## src/sv/cmbm_pkg.sv

```systemverilog
// ============================================================================
// cmbm_pkg
// Shared types and constants for the cell monitor and balance mask block.
// ============================================================================
package cmbm_pkg;

    // Number of cells in one measurement set.
    localparam int NUM_CELLS   = 10;
    localparam int MV_W        = 13;
    localparam int PACK_W      = 17;
    localparam int MASK_W      = 10;

    // Reduction trees are padded to a power of two.
    // The minimum tree also needs one leaf for the start value.
    localparam int TREE_LEAVES = 16;
    localparam int TREE_LEVELS = 4;

    // The excess sum is scaled by 25 first, then divided by 27.
    // The division is a multiply by ceil(2^26 / 27) followed by a shift.
    // This is exact for every scaled value below 2^21.
    localparam int                SCALED_W    = 21;
    localparam int                RECIP_W     = 22;
    localparam int                RECIP_SHIFT = 26;
    localparam int                PROD_W      = SCALED_W + RECIP_W;
    localparam logic [RECIP_W-1:0] RECIP_M    = 22'd2485514;

    // Register stages from an accepted request to its result.
    localparam int PIPE_LAT    = 6;

    // Configuration port.
    localparam int CFG_AW      = 5;
    localparam int CFG_DW      = 32;

    typedef logic [MV_W-1:0] t_mv;

    localparam logic [2:0] REG_UNDER  = 3'd0;
    localparam logic [2:0] REG_OVER   = 3'd1;
    localparam logic [2:0] REG_DELTA  = 3'd2;
    localparam logic [2:0] REG_PERMIT = 3'd3;
    localparam logic [2:0] REG_START  = 3'd4;

    localparam t_mv RST_UNDER  = 13'd2700;
    localparam t_mv RST_OVER   = 13'd4200;
    localparam t_mv RST_DELTA  = 13'd25;
    localparam t_mv RST_PERMIT = 13'd3300;
    localparam t_mv RST_START  = 13'd4200;

    typedef enum logic [1:0] {
        FAULT_NONE  = 2'd0,
        FAULT_UNDER = 2'd1,
        FAULT_OVER  = 2'd2
    } t_fault;

    typedef struct packed {
        t_mv under_mv;
        t_mv over_mv;
        t_mv delta_mv;
        t_mv permit_mv;
        t_mv start_mv;
    } t_cfg;

    typedef struct packed {
        logic under;
        logic over;
        logic permit;
    } t_lane_flags;

    typedef struct packed {
        logic [PACK_W-1:0] pack;
        t_mv               low;
        logic              under;
        logic              over;
    } t_side;

endpackage

```

## src/sv/cmbm_lane.sv

```systemverilog
// ============================================================================
// cmbm_lane
// Per-cell lane: threshold compares, then excess over the lowest cell and
// the balance decision once the lowest cell is known.
// ============================================================================
module cmbm_lane (
    input  logic                  i_clk,
    input  cmbm_pkg::t_mv         i_cell,
    input  cmbm_pkg::t_cfg        i_cfg,
    input  cmbm_pkg::t_mv         i_low,
    output cmbm_pkg::t_mv         o_cell,
    output cmbm_pkg::t_lane_flags o_flags,
    output cmbm_pkg::t_mv         o_excess,
    output logic                  o_bal
);

    cmbm_pkg::t_mv         r_cell;
    cmbm_pkg::t_lane_flags r_flags;
    cmbm_pkg::t_mv         r_cell_d;
    logic                  r_permit_d;
    cmbm_pkg::t_mv         r_excess;
    logic                  r_bal;

    cmbm_pkg::t_lane_flags n_flags;
    cmbm_pkg::t_mv         n_excess;
    logic                  n_bal;

    always_comb begin
        n_flags.under  = (i_cell < i_cfg.under_mv);
        n_flags.over   = (i_cell > i_cfg.over_mv);
        n_flags.permit = (i_cell > i_cfg.permit_mv);
        // The lowest value never exceeds any cell, so this cannot wrap.
        n_excess       = r_cell_d - i_low;
        n_bal          = (n_excess > i_cfg.delta_mv) && r_permit_d;
    end

    always_ff @(posedge i_clk) begin
        r_cell     <= i_cell;
        r_flags    <= n_flags;
        r_cell_d   <= r_cell;
        r_permit_d <= r_flags.permit;
        r_excess   <= n_excess;
        r_bal      <= n_bal;
    end

    assign o_cell   = r_cell;
    assign o_flags  = r_flags;
    assign o_excess = r_excess;
    assign o_bal    = r_bal;

endmodule

```

## src/sv/cmbm_merge.sv

```systemverilog
// ============================================================================
// cmbm_merge
// Combines the lanes: minimum and sum trees with flag reduction, and later
// the sum tree over the per-lane excess values.
// ============================================================================
module cmbm_merge (
    input  logic                                              i_clk,
    input  logic [cmbm_pkg::NUM_CELLS-1:0][cmbm_pkg::MV_W-1:0] i_cells,
    input  cmbm_pkg::t_lane_flags [cmbm_pkg::NUM_CELLS-1:0]    i_flags,
    input  cmbm_pkg::t_mv                                     i_start_mv,
    input  logic [cmbm_pkg::NUM_CELLS-1:0][cmbm_pkg::MV_W-1:0] i_excess,
    output cmbm_pkg::t_mv                                     o_low,
    output logic [cmbm_pkg::PACK_W-1:0]                       o_pack,
    output logic                                              o_under,
    output logic                                              o_over,
    output logic [cmbm_pkg::PACK_W-1:0]                       o_excess_sum
);

    localparam int LEAVES = cmbm_pkg::TREE_LEAVES;
    localparam int LEVELS = cmbm_pkg::TREE_LEVELS;

    logic [cmbm_pkg::MV_W-1:0]   min_t [LEVELS+1][LEAVES];
    logic [cmbm_pkg::PACK_W-1:0] sum_t [LEVELS+1][LEAVES];
    logic [cmbm_pkg::PACK_W-1:0] exc_t [LEVELS+1][LEAVES];
    logic                        any_under;
    logic                        any_over;

    cmbm_pkg::t_mv               r_low;
    logic [cmbm_pkg::PACK_W-1:0] r_pack;
    logic                        r_under;
    logic                        r_over;
    logic [cmbm_pkg::PACK_W-1:0] r_excess_sum;

    always_comb begin
        any_under = 1'b0;
        any_over  = 1'b0;
        for (int i = 0; i < LEAVES; i++) begin
            if (i < cmbm_pkg::NUM_CELLS) begin
                min_t[0][i] = i_cells[i];
                sum_t[0][i] = cmbm_pkg::PACK_W'(i_cells[i]);
                exc_t[0][i] = cmbm_pkg::PACK_W'(i_excess[i]);
                any_under   = any_under | i_flags[i].under;
                any_over    = any_over | i_flags[i].over;
            end else if (i == cmbm_pkg::NUM_CELLS) begin
                // The start value joins the search as one more leaf.
                min_t[0][i] = i_start_mv;
                sum_t[0][i] = '0;
                exc_t[0][i] = '0;
            end else begin
                min_t[0][i] = '1;
                sum_t[0][i] = '0;
                exc_t[0][i] = '0;
            end
        end
        for (int l = 0; l < LEVELS; l++) begin
            for (int j = 0; j < LEAVES; j++) begin
                if (j < (LEAVES >> (l + 1))) begin
                    min_t[l+1][j] = (min_t[l][2*j] < min_t[l][2*j+1]) ?
                                    min_t[l][2*j] : min_t[l][2*j+1];
                    sum_t[l+1][j] = sum_t[l][2*j] + sum_t[l][2*j+1];
                    exc_t[l+1][j] = exc_t[l][2*j] + exc_t[l][2*j+1];
                end else begin
                    min_t[l+1][j] = '1;
                    sum_t[l+1][j] = '0;
                    exc_t[l+1][j] = '0;
                end
            end
        end
    end

    always_ff @(posedge i_clk) begin
        r_low        <= min_t[LEVELS][0];
        r_pack       <= sum_t[LEVELS][0];
        r_under      <= any_under;
        r_over       <= any_over;
        r_excess_sum <= exc_t[LEVELS][0];
    end

    assign o_low        = r_low;
    assign o_pack       = r_pack;
    assign o_under      = r_under;
    assign o_over       = r_over;
    assign o_excess_sum = r_excess_sum;

endmodule

```

## src/sv/cmbm_scale.sv

```systemverilog
// ============================================================================
// cmbm_scale
// Scales the excess sum to hundredths of a percent, floor(sum * 25 / 27),
// in two stages: shift-and-add by 25, then reciprocal multiply by 1/27.
// ============================================================================
module cmbm_scale (
    input  logic                        i_clk,
    input  logic [cmbm_pkg::PACK_W-1:0] i_sum,
    output logic [cmbm_pkg::PACK_W-1:0] o_quot
);

    logic [cmbm_pkg::SCALED_W-1:0] sum_x;
    logic [cmbm_pkg::SCALED_W-1:0] n_scaled;
    logic [cmbm_pkg::PROD_W-1:0]   prod;

    logic [cmbm_pkg::SCALED_W-1:0] r_scaled;
    logic [cmbm_pkg::PACK_W-1:0]   r_quot;

    always_comb begin
        sum_x    = cmbm_pkg::SCALED_W'(i_sum);
        n_scaled = (sum_x << 4) + (sum_x << 3) + sum_x;
        prod     = cmbm_pkg::PROD_W'(r_scaled) * cmbm_pkg::PROD_W'(cmbm_pkg::RECIP_M);
    end

    always_ff @(posedge i_clk) begin
        r_scaled <= n_scaled;
        r_quot   <= prod[cmbm_pkg::RECIP_SHIFT +: cmbm_pkg::PACK_W];
    end

    assign o_quot = r_quot;

endmodule

```

## src/sv/cell_monitor_balance_mask.sv

```systemverilog
// ============================================================================
// cell_monitor_balance_mask
// Pack monitor for one set of cell voltages: pack sum, lowest cell, bleed
// mask, imbalance figure, under/overvoltage flags and fault code.
// ============================================================================
// A request accepted on start is answered on o_done once it has passed the six
// register stages of lanes, merge trees and scaling.
// Throughput: one request per clock cycle outside reset; busy is high only during reset.
// Results cannot be stalled; each is shown for one cycle with o_done high.
// Reset (synchronous, active low) loads the register defaults and empties
// the pipeline, so no o_done follows a request from before reset.
// ============================================================================
module cell_monitor_balance_mask (
    input  logic                        i_clk,
    input  logic                        i_rst_n,

    input  logic                        psel,
    input  logic                        penable,
    input  logic                        pwrite,
    input  logic [cmbm_pkg::CFG_AW-1:0] paddr,
    input  logic [cmbm_pkg::CFG_DW-1:0] pwdata,
    output logic [cmbm_pkg::CFG_DW-1:0] prdata,
    output logic                        pready,

    input  logic                        start,
    output logic                        busy,
    input  cmbm_pkg::t_mv               i_cell_0,
    input  cmbm_pkg::t_mv               i_cell_1,
    input  cmbm_pkg::t_mv               i_cell_2,
    input  cmbm_pkg::t_mv               i_cell_3,
    input  cmbm_pkg::t_mv               i_cell_4,
    input  cmbm_pkg::t_mv               i_cell_5,
    input  cmbm_pkg::t_mv               i_cell_6,
    input  cmbm_pkg::t_mv               i_cell_7,
    input  cmbm_pkg::t_mv               i_cell_8,
    input  cmbm_pkg::t_mv               i_cell_9,

    output logic                        o_done,
    output logic [cmbm_pkg::PACK_W-1:0] o_pack_mv,
    output cmbm_pkg::t_mv               o_lowest_mv,
    output logic [cmbm_pkg::MASK_W-1:0] o_balance_mask,
    output logic [cmbm_pkg::PACK_W-1:0] o_imbalance_hundredths,
    output logic                        o_under_flag,
    output logic                        o_over_flag,
    output logic [1:0]                  o_fault
);

    localparam int N   = cmbm_pkg::NUM_CELLS;
    localparam int LAT = cmbm_pkg::PIPE_LAT;

    // ------------------------------------------------------------------
    // Configuration registers. The register index is the word address.
    // Writes to unused indexes are dropped and read back as zero.
    // ------------------------------------------------------------------
    cmbm_pkg::t_cfg r_cfg;
    logic           cfg_wr;
    logic [2:0]     cfg_idx;

    assign cfg_wr  = psel & penable & pwrite;
    assign cfg_idx = paddr[4:2];
    assign pready  = 1'b1;

    always_ff @(posedge i_clk) begin
        if (!i_rst_n) begin
            r_cfg.under_mv  <= cmbm_pkg::RST_UNDER;
            r_cfg.over_mv   <= cmbm_pkg::RST_OVER;
            r_cfg.delta_mv  <= cmbm_pkg::RST_DELTA;
            r_cfg.permit_mv <= cmbm_pkg::RST_PERMIT;
            r_cfg.start_mv  <= cmbm_pkg::RST_START;
        end else if (cfg_wr) begin
            case (cfg_idx)
                cmbm_pkg::REG_UNDER:  r_cfg.under_mv  <= pwdata[cmbm_pkg::MV_W-1:0];
                cmbm_pkg::REG_OVER:   r_cfg.over_mv   <= pwdata[cmbm_pkg::MV_W-1:0];
                cmbm_pkg::REG_DELTA:  r_cfg.delta_mv  <= pwdata[cmbm_pkg::MV_W-1:0];
                cmbm_pkg::REG_PERMIT: r_cfg.permit_mv <= pwdata[cmbm_pkg::MV_W-1:0];
                cmbm_pkg::REG_START:  r_cfg.start_mv  <= pwdata[cmbm_pkg::MV_W-1:0];
                default: ;
            endcase
        end
    end

    always_comb begin
        case (cfg_idx)
            cmbm_pkg::REG_UNDER:  prdata = cmbm_pkg::CFG_DW'(r_cfg.under_mv);
            cmbm_pkg::REG_OVER:   prdata = cmbm_pkg::CFG_DW'(r_cfg.over_mv);
            cmbm_pkg::REG_DELTA:  prdata = cmbm_pkg::CFG_DW'(r_cfg.delta_mv);
            cmbm_pkg::REG_PERMIT: prdata = cmbm_pkg::CFG_DW'(r_cfg.permit_mv);
            cmbm_pkg::REG_START:  prdata = cmbm_pkg::CFG_DW'(r_cfg.start_mv);
            default:              prdata = '0;
        endcase
    end

    // ------------------------------------------------------------------
    // Request tracking. Every stage advances each cycle, so a shift line
    // of valid bits marks which result leaves the last stage.
    // ------------------------------------------------------------------
    logic           accept;
    logic [LAT-1:0] r_vld;
    logic [LAT-1:0] n_vld;

    assign busy   = ~i_rst_n;
    assign accept = start & ~busy;
    assign n_vld  = {r_vld[LAT-2:0], accept};

    always_ff @(posedge i_clk) begin
        if (!i_rst_n) begin
            r_vld <= '0;
        end else begin
            r_vld <= n_vld;
        end
    end

    // ------------------------------------------------------------------
    // Lanes: one per cell. Stage 1 registers the cell and its threshold
    // compares; stage 3 registers the excess over the lowest cell and the
    // bleed decision, using the lowest value the merge found in stage 2.
    // ------------------------------------------------------------------
    logic [N-1:0][cmbm_pkg::MV_W-1:0] in_cells;
    logic [N-1:0][cmbm_pkg::MV_W-1:0] lane_cell;
    cmbm_pkg::t_lane_flags [N-1:0]    lane_flags;
    logic [N-1:0][cmbm_pkg::MV_W-1:0] lane_excess;
    logic [N-1:0]                     lane_bal;

    assign in_cells = {i_cell_9, i_cell_8, i_cell_7, i_cell_6, i_cell_5,
                       i_cell_4, i_cell_3, i_cell_2, i_cell_1, i_cell_0};

    cmbm_pkg::t_mv               merge_low;
    logic [cmbm_pkg::PACK_W-1:0] merge_pack;
    logic                        merge_under;
    logic                        merge_over;
    logic [cmbm_pkg::PACK_W-1:0] merge_excess_sum;
    logic [cmbm_pkg::PACK_W-1:0] scale_quot;

    for (genvar g = 0; g < N; g++) begin : g_lane
        cmbm_lane u_lane (
            .i_clk    (i_clk),
            .i_cell   (in_cells[g]),
            .i_cfg    (r_cfg),
            .i_low    (merge_low),
            .o_cell   (lane_cell[g]),
            .o_flags  (lane_flags[g]),
            .o_excess (lane_excess[g]),
            .o_bal    (lane_bal[g])
        );
    end

    // Stage 2 gives the lowest cell, pack sum and flags; stage 4 the
    // excess sum.
    cmbm_merge u_merge (
        .i_clk        (i_clk),
        .i_cells      (lane_cell),
        .i_flags      (lane_flags),
        .i_start_mv   (r_cfg.start_mv),
        .i_excess     (lane_excess),
        .o_low        (merge_low),
        .o_pack       (merge_pack),
        .o_under      (merge_under),
        .o_over       (merge_over),
        .o_excess_sum (merge_excess_sum)
    );

    // Stages 5 and 6 turn the excess sum into hundredths of a percent.
    cmbm_scale u_scale (
        .i_clk  (i_clk),
        .i_sum  (merge_excess_sum),
        .o_quot (scale_quot)
    );

    // ------------------------------------------------------------------
    // Side results are delayed so they line up with the scaled figure.
    // ------------------------------------------------------------------
    cmbm_pkg::t_side             n_side;
    cmbm_pkg::t_side             r_side3;
    cmbm_pkg::t_side             r_side4;
    cmbm_pkg::t_side             r_side5;
    cmbm_pkg::t_side             r_side6;
    logic [cmbm_pkg::MASK_W-1:0] r_mask4;
    logic [cmbm_pkg::MASK_W-1:0] r_mask5;
    logic [cmbm_pkg::MASK_W-1:0] r_mask6;

    always_comb begin
        n_side.pack  = merge_pack;
        n_side.low   = merge_low;
        n_side.under = merge_under;
        n_side.over  = merge_over;
    end

    always_ff @(posedge i_clk) begin
        r_side3 <= n_side;
        r_side4 <= r_side3;
        r_side5 <= r_side4;
        r_side6 <= r_side5;
        r_mask4 <= cmbm_pkg::MASK_W'(lane_bal);
        r_mask5 <= r_mask4;
        r_mask6 <= r_mask5;
    end

    // Overvoltage takes priority over undervoltage in the fault code.
    cmbm_pkg::t_fault fault_sel;

    always_comb begin
        if (r_side6.over) begin
            fault_sel = cmbm_pkg::FAULT_OVER;
        end else if (r_side6.under) begin
            fault_sel = cmbm_pkg::FAULT_UNDER;
        end else begin
            fault_sel = cmbm_pkg::FAULT_NONE;
        end
    end

    assign o_done                 = r_vld[LAT-1];
    assign o_pack_mv              = r_side6.pack;
    assign o_lowest_mv            = r_side6.low;
    assign o_balance_mask         = r_mask6;
    assign o_imbalance_hundredths = scale_quot;
    assign o_under_flag           = r_side6.under;
    assign o_over_flag            = r_side6.over;
    assign o_fault                = fault_sel;

    // ------------------------------------------------------------------
    // Assertions.
    // ------------------------------------------------------------------

    // Every accepted request is answered after the fixed pipeline depth.
    a_latency : assert property (@(posedge i_clk) disable iff (!i_rst_n)
        o_done == $past(accept, LAT))
        else $error("result strobe does not match request timing");

    // The lowest cell never exceeds the configured start value.
    a_low_clamp : assert property (@(posedge i_clk) disable iff (!i_rst_n)
        o_done |-> (o_lowest_mv <= r_cfg.start_mv))
        else $error("lowest cell above start value");

    // The fault code reports overvoltage exactly when the flag is set.
    a_fault_over : assert property (@(posedge i_clk) disable iff (!i_rst_n)
        o_done |-> ((o_fault == cmbm_pkg::FAULT_OVER) == o_over_flag))
        else $error("fault code disagrees with overvoltage flag");

    // Without overvoltage, the fault code follows the undervoltage flag.
    a_fault_under : assert property (@(posedge i_clk) disable iff (!i_rst_n)
        (o_done && !o_over_flag) |->
            ((o_fault == cmbm_pkg::FAULT_UNDER) == o_under_flag))
        else $error("fault code disagrees with undervoltage flag");

endmodule
```

## config.mk

```make
export PLATFORM = sky130hd
export DESIGN_NAME = cell_monitor_balance_mask
export DESIGN_NICKNAME = d
export VERILOG_FILES = /design/src/sv/cmbm_pkg.sv /design/src/sv/cmbm_lane.sv /design/src/sv/cmbm_merge.sv /design/src/sv/cmbm_scale.sv /design/src/sv/cell_monitor_balance_mask.sv
export SDC_FILE = /design/constraint.sdc
export NUM_CORES = 2
export LEC_CHECK = 0
export ABC_CLOCK_PERIOD_IN_PS = 12300
export BUFFER_PORTS_ARGS = -buffer_cell sky130_fd_sc_hd__buf_2
export CAP_MARGIN = 0
export CORE_AREA = 2 2 422 424
export DETAILED_ROUTE_END_ITERATION = 10
export DIE_AREA = 0 0 424 426
export PLACE_DENSITY = 0.42
export SLEW_MARGIN = 5
export SYNTH_ARGS = -nofsm -noshare
export SYNTH_HDL_FRONTEND = slang
export SYNTH_SLANG_ARGS = --single-unit
```

## constraint.sdc

```tcl
create_clock -name i_clk -period 12.3 [get_ports i_clk]
set_input_delay 0.615 -clock i_clk [delete_from_list [all_inputs] [get_ports i_clk]]
set_output_delay 0.615 -clock i_clk [all_outputs]
set_load 0.03 [all_outputs]
```

# Word level (Yosys, flattened, before mapping)
# Cells that the tools add are included.
# totals
regBits	756
input_bits	173
output_inout_bits	96
# op_classes
add_sub_neg	30
multipliers	1
order_cmp	52
n_eq_ne	4
mux	15
bitwise	22
n_reduce_logical	16
# op_table
operator	n
$gt A13 B13 Y1	30
$lt A13 B13 Y1	20
$mux W13	12
$add A13 B13 Y14	10
$add A17 B17 Y17	8
$sub A13 B13 Y13	10
$pmux W13 S5	1
$mul A21 B21 Y42 const B	1
$lt A13 B13 Y1 const B	2
$add A21 B17 Y21	1
$add A21 B20 Y21	1
$or A1 B1 Y1	18
$logic_and A1 B1 Y1	10
$reduce_and A2 Y1	5
$eq A3 B2 Y1 const B	2
$and A1 B1 Y1	3
$eq A3 B1 Y1 const B	1
$eq A3 B3 Y1 const B	1
$logic_not A3 Y1	1
$mux W2	1
$mux W1	1
$not A1 Y1	1

# Logic depth before layout (Yosys ltp)
# depth
ltp_word	9
ltp_mapped	44
mapped_depth_nobuf	39

# By module
# Synthesis repeated with hierarchy kept, for this count alone.
# hier_totals
cells_unflattened	5844
hier_area_um2	55485.7
# by_module_without_submodules
mod	instances	cells_each	area_per_inst_um2	seq_area_each_um2
cmbm_lane	10	306	2781.4	880.8
cmbm_merge	1	1393	12096.6	980.9
cmbm_scale	1	885	9105.0	760.7
cell_monitor_balance_mask	1	506	6470.0	4584.4

# Worst setup path before layout
# Ideal clock, no wire load.
# synth_timing
kind	reg2reg
from	reg g_lane[5].u_lane.r_cell[8]
to	reg u_merge.r_low[2], in the netlist u_merge.o_low[2]
setup_time_ps	72
arrival_time_ps	8678
slack_ps	3550
stages_incl_launch_ff	42
path_cell_list	dfxtp_1 inv_1 ha_1 and2_4 nand3_1 a211oi_1 or2_1 buf_2 clkbuf_1 mux2i_1 inv_1 ha_1 and4_1 and2_1 nor2b_1 a31oi_1 o211ai_1 a31oi_4 [6 not listed] nand2_1 or3_4 a2111oi_4 nand2b_2 buf_6 mux2i_1 inv_1 ha_1 a21o_1 a21o_1 a21o_1 a2111oi_0 o211ai_1 a2111oi_0 mux2i_1 nand2_2 buf_6 mux2i_1
# synth_rtl
item	line_no	text
start, declared	cmbm_lane.sv:17	cmbm_pkg::t_mv r_cell;
start signal, assigned	cmbm_lane.sv:38	r_cell <= i_cell;
end signal, assigned	cmbm_merge.sv:72	r_low <= min_t[LEVELS][0];
end, declared	cmbm_merge.sv:28	cmbm_pkg::t_mv r_low;

==> reports/results.ini <==
[run_status]
status = complete, no violations

[drt]
antenna_violating_nets_post_route = 0
met1Wirelength_mm = 76.9
topRoutingLayerUsed = met5
dr_wl_met2_mm = 78.5
first_iter_violations = 1646
drt_drc_violations_left = 0
detail_route.first_pass.iterations = 5
finalWirelength_mm = 166
via_count_of_the_routed_design = 37000
wl_per_cell_um = 20.9
drt-vias-per-instance = 4.66
detail_route_met3_wl_mm = 5.18

[yosys]
syn-mean-instance-area_um2 = 10.0
dominant_cell_type_by_area_after_synthesis = sky130_fd_sc_hd__dfxtp_1
async_reset_ff_share_pct = 0
synth_edf_count = 0
synth_top_area_share_pct = 28.9
cell_variety_after_synth = 75
dominantRegCellSynth = sky130_fd_sc_hd__dfxtp_1
netlist_instances = 5229
yosysWarningCount = 0
synth.ff_latch_count = 756
netlist_top_cells_area = sky130_fd_sc_hd__dfxtp_1 29%, sky130_fd_sc_hd__ha_1 27%, sky130_fd_sc_hd__fa_1 10%, sky130_fd_sc_hd__inv_1 4.6%, sky130_fd_sc_hd__o21a_1 4.0%
syn_area_um2 = 52400
yosysSeqAreaShare_pct = 28.9

[clocking]
clock_tree.htree_level_count = 3
cts_sinks = 756
cts_resized = 0
tritoncts = done
clkTransAtPathRegs_ns = 0.07
hold_buffers = 0
cts_root_buffer = sky130_fd_sc_hd__clkbuf_16
post_cts_setup_buffer_count = 0
numCtsBuffers = 93
cts.path.max_buffers = 3
clkLatencyLatePin_ns = 0.74

[setup_path]
crit_path_to = u_merge.o_low[7]
critical-path-top-cell-by-count = sky130_fd_sc_hd__a21o_1
r2r_start = g_lane[3].u_lane.o_cell[10]
crit_path_end_kind = register
worst-r2r-cell-count = 36
rrSetupSlack_ns = 2.04
timing.setup.critical_path_class = reg2reg
data_arrival_time_of_the_critical_path_ns = 10.89
critPathLaunchType = register
required_ns = 12.93
critical_path.reg2reg.endpoint = u_merge.o_low[7]
worst_path_max_delay_cell = sky130_fd_sc_hd__o21ai_1
startpoint = g_lane[3].u_lane.o_cell[10]
critPathMaxFanout = 22
critPathMaxStageDelay_ns = 0.76

[global_route]
grt_max_degree = 45
grt_pass1_vias = 37700
antenna_violations_before_repair = 12
grt_first_pass_wirelength_mm = 242
grt-ovfl-total = 0
grtUsageTotal_pct = 18.3

[sta]
grt_setup_unrepaired = false
clock-skew-final_ns = 0.0445
period_needed_ns = 10.26
clock.fmax_mhz = 97.5
max_slew_margin_pct = 19.6
maxSlewViolCount = 0
post-route-period-util_pct = 83.4
worst-slew-pin-transition_ns = 1.20
final-setup-viol-count = 0
hold-worst-slack_ns = 0.0744
timing.final.hold_violations = 0
final.setup.tns_ns = 0

[place]
dp_hpwl_mm = 142
gpl.final_weighted_congestion = 0.878
placed_cells_incl_taps = 7762
io_buffer_count = 227

[layout]
most_common_cell_after_layout_fill_and_taps_aside = sky130_fd_sc_hd__ha_1
final_util_pct = 34.0
num-nets-final = 7084
synth_to_final_area_change_pct = 13.9
final_cell_mix = 1127 x sky130_fd_sc_hd__ha_1, 756 x sky130_fd_sc_hd__dfxtp_1, 644 x sky130_fd_sc_hd__inv_1, 297 x sky130_fd_sc_hd__a21oi_1, 277 x sky130_fd_sc_hd__o21a_1
drive_gt1_share_pct = 7.67
layout_cells_excl_fill = 7940

[floorplanning]
fp.coreArea_um2 = 176000
site_row_count = 154
die_h_um = 426
die-width_um = 424
floorplan.die_area_um2 = 181000
initial_utilization_pct = 29.8
num_io_pins = 269

[hold_path]
hp-class = in2reg

[run]
cap_viol_max_count = 0

-- metrics by stage --
stage,instance area (um2),setup WS (ns)
final,59700,2.04
after global routing,59700,1.32
after global placement,56300,2.27
after CTS,59700,2.04
after detailed placement,56300,2.05
after floorplan,52500,3.55
-- layout make-up --
cell class,count,area [um2]
multi-input cells,3783,34600
fillers,18200,116000
repair buffers,238,1220
flip-flops and latches,756,15100
well taps,2340,2930
clock buffers,124,2580
diodes,6,15.0
inverters,645,2420
clock inverters,48,797
-- sequential cells by signal (all words and copies together), names as in the netlist, 6 cells and up --
| name | cells |
|---|---|
| r_side3 | 32 |
| u_scale.r_scaled | 21 |
| g_lane.u_lane.o_excess | 130 |
| g_lane.u_lane.r_cell_d | 130 |
| o_pack_mv | 17 |
| g_lane.u_lane.o_flags | 30 |
| o_balance_mask | 10 |
| u_merge.o_low | 13 |
| o_lowest_mv | 13 |
| r_mask4 | 10 |
| r_mask5 | 10 |
| r_side5 | 32 |
| u_scale.o_quot | 17 |
| r_cfg | 65 |
| u_merge.o_pack | 17 |
| r_side4 | 32 |
| r_vld | 6 |
| g_lane.u_lane.o_cell | 130 |
| g_lane.u_lane.o_bal | 10 |
| g_lane.u_lane.r_permit_d | 10 |
| u_merge.o_excess_sum | 17 |
-- cell families (layout without fill, tap and decap cells) --
kind of cell             count (synthesis)  count (layout)  share of synthesized area [%]
AO/OA/AOI/OAI                         1179            1179                           14.8
multiplexers                           105             105                           2.08
other                                    2              26                         0.0143
AND/OR/NAND/NOR                        836             836                           7.77
buffers and inverters                  708            1055                           5.25
adder cells (fa/ha/maj)               1395            1395                           37.1
XOR/XNOR                               248             248                           4.14
flip-flops                             756             756                           28.9
-- cells in the mapped netlist, drive strengths merged, types with 4 or more instances --
library cell  number
a211oi            19
o41ai             11
clkbuf            35
o22ai             12
a22oi             24
fa               267
o21bai            77
a221oi             6
o31ai              4
buf               28
a41o               4
a21boi            28
mux2              17
mux2i             87
nor2             201
nand4             74
and3               4
o21a             277
dfxtp            756
xnor2            169
and2              20
a211o              4
o21ba              4
inv              644
xor2              79
a31oi              5
and4               6
a21o             146
a221o              4
o2bb2ai            9
o21ai            200
nor3              27
ha              1127
o211ai            24
nand2b            74
nand2            241
a21oi            297
a2111oi            5
nor2b            100
nand3             48
nor4              27
-- critical path, delay by kind of cell (launching register included) --
kind | cells | cell delay, ns
compound gates | 17 | 4.64
simple gates | 7 | 2.13
fa+ha+maj | 4 | 1.21
mux | 4 | 1.13
buf+inv | 4 | 0.67
flops | 1 | 0.37
-- layer usage --
layer,vias up,track usage (%)
li1,18700,-
met1,17500,23.9
met2,625,31.3
met3,187,2.00
met4,2,6.52
met5,-,0
-- how the worst min path moves through the flow --
| stage | from | to | slack [ns] | cells past startpoint |
|---|---|---|---|---|
| after floorplan | g_lane[0].u_lane.o_flags[0] | g_lane[0].u_lane.r_permit_d | 0.31 | 0 |
| after global placement | r_side3[24] | r_side4[24] | 0.31 | 0 |
| after detailed placement | r_mask5[2] | o_balance_mask[2] | 0.31 | 0 |
| after CTS | i_cell_5[11] | g_lane[5].u_lane.o_cell[11] | 0.006 | 1 |
| after global routing | i_cell_7[11] | g_lane[7].u_lane.o_cell[11] | 0.05 | 1 |
| final | i_cell_5[11] | g_lane[5].u_lane.o_cell[11] | 0.07 | 1 |
Power is not shown: default switching activity piles up to over one toggle a cycle in this logic, so the estimate is an artifact.
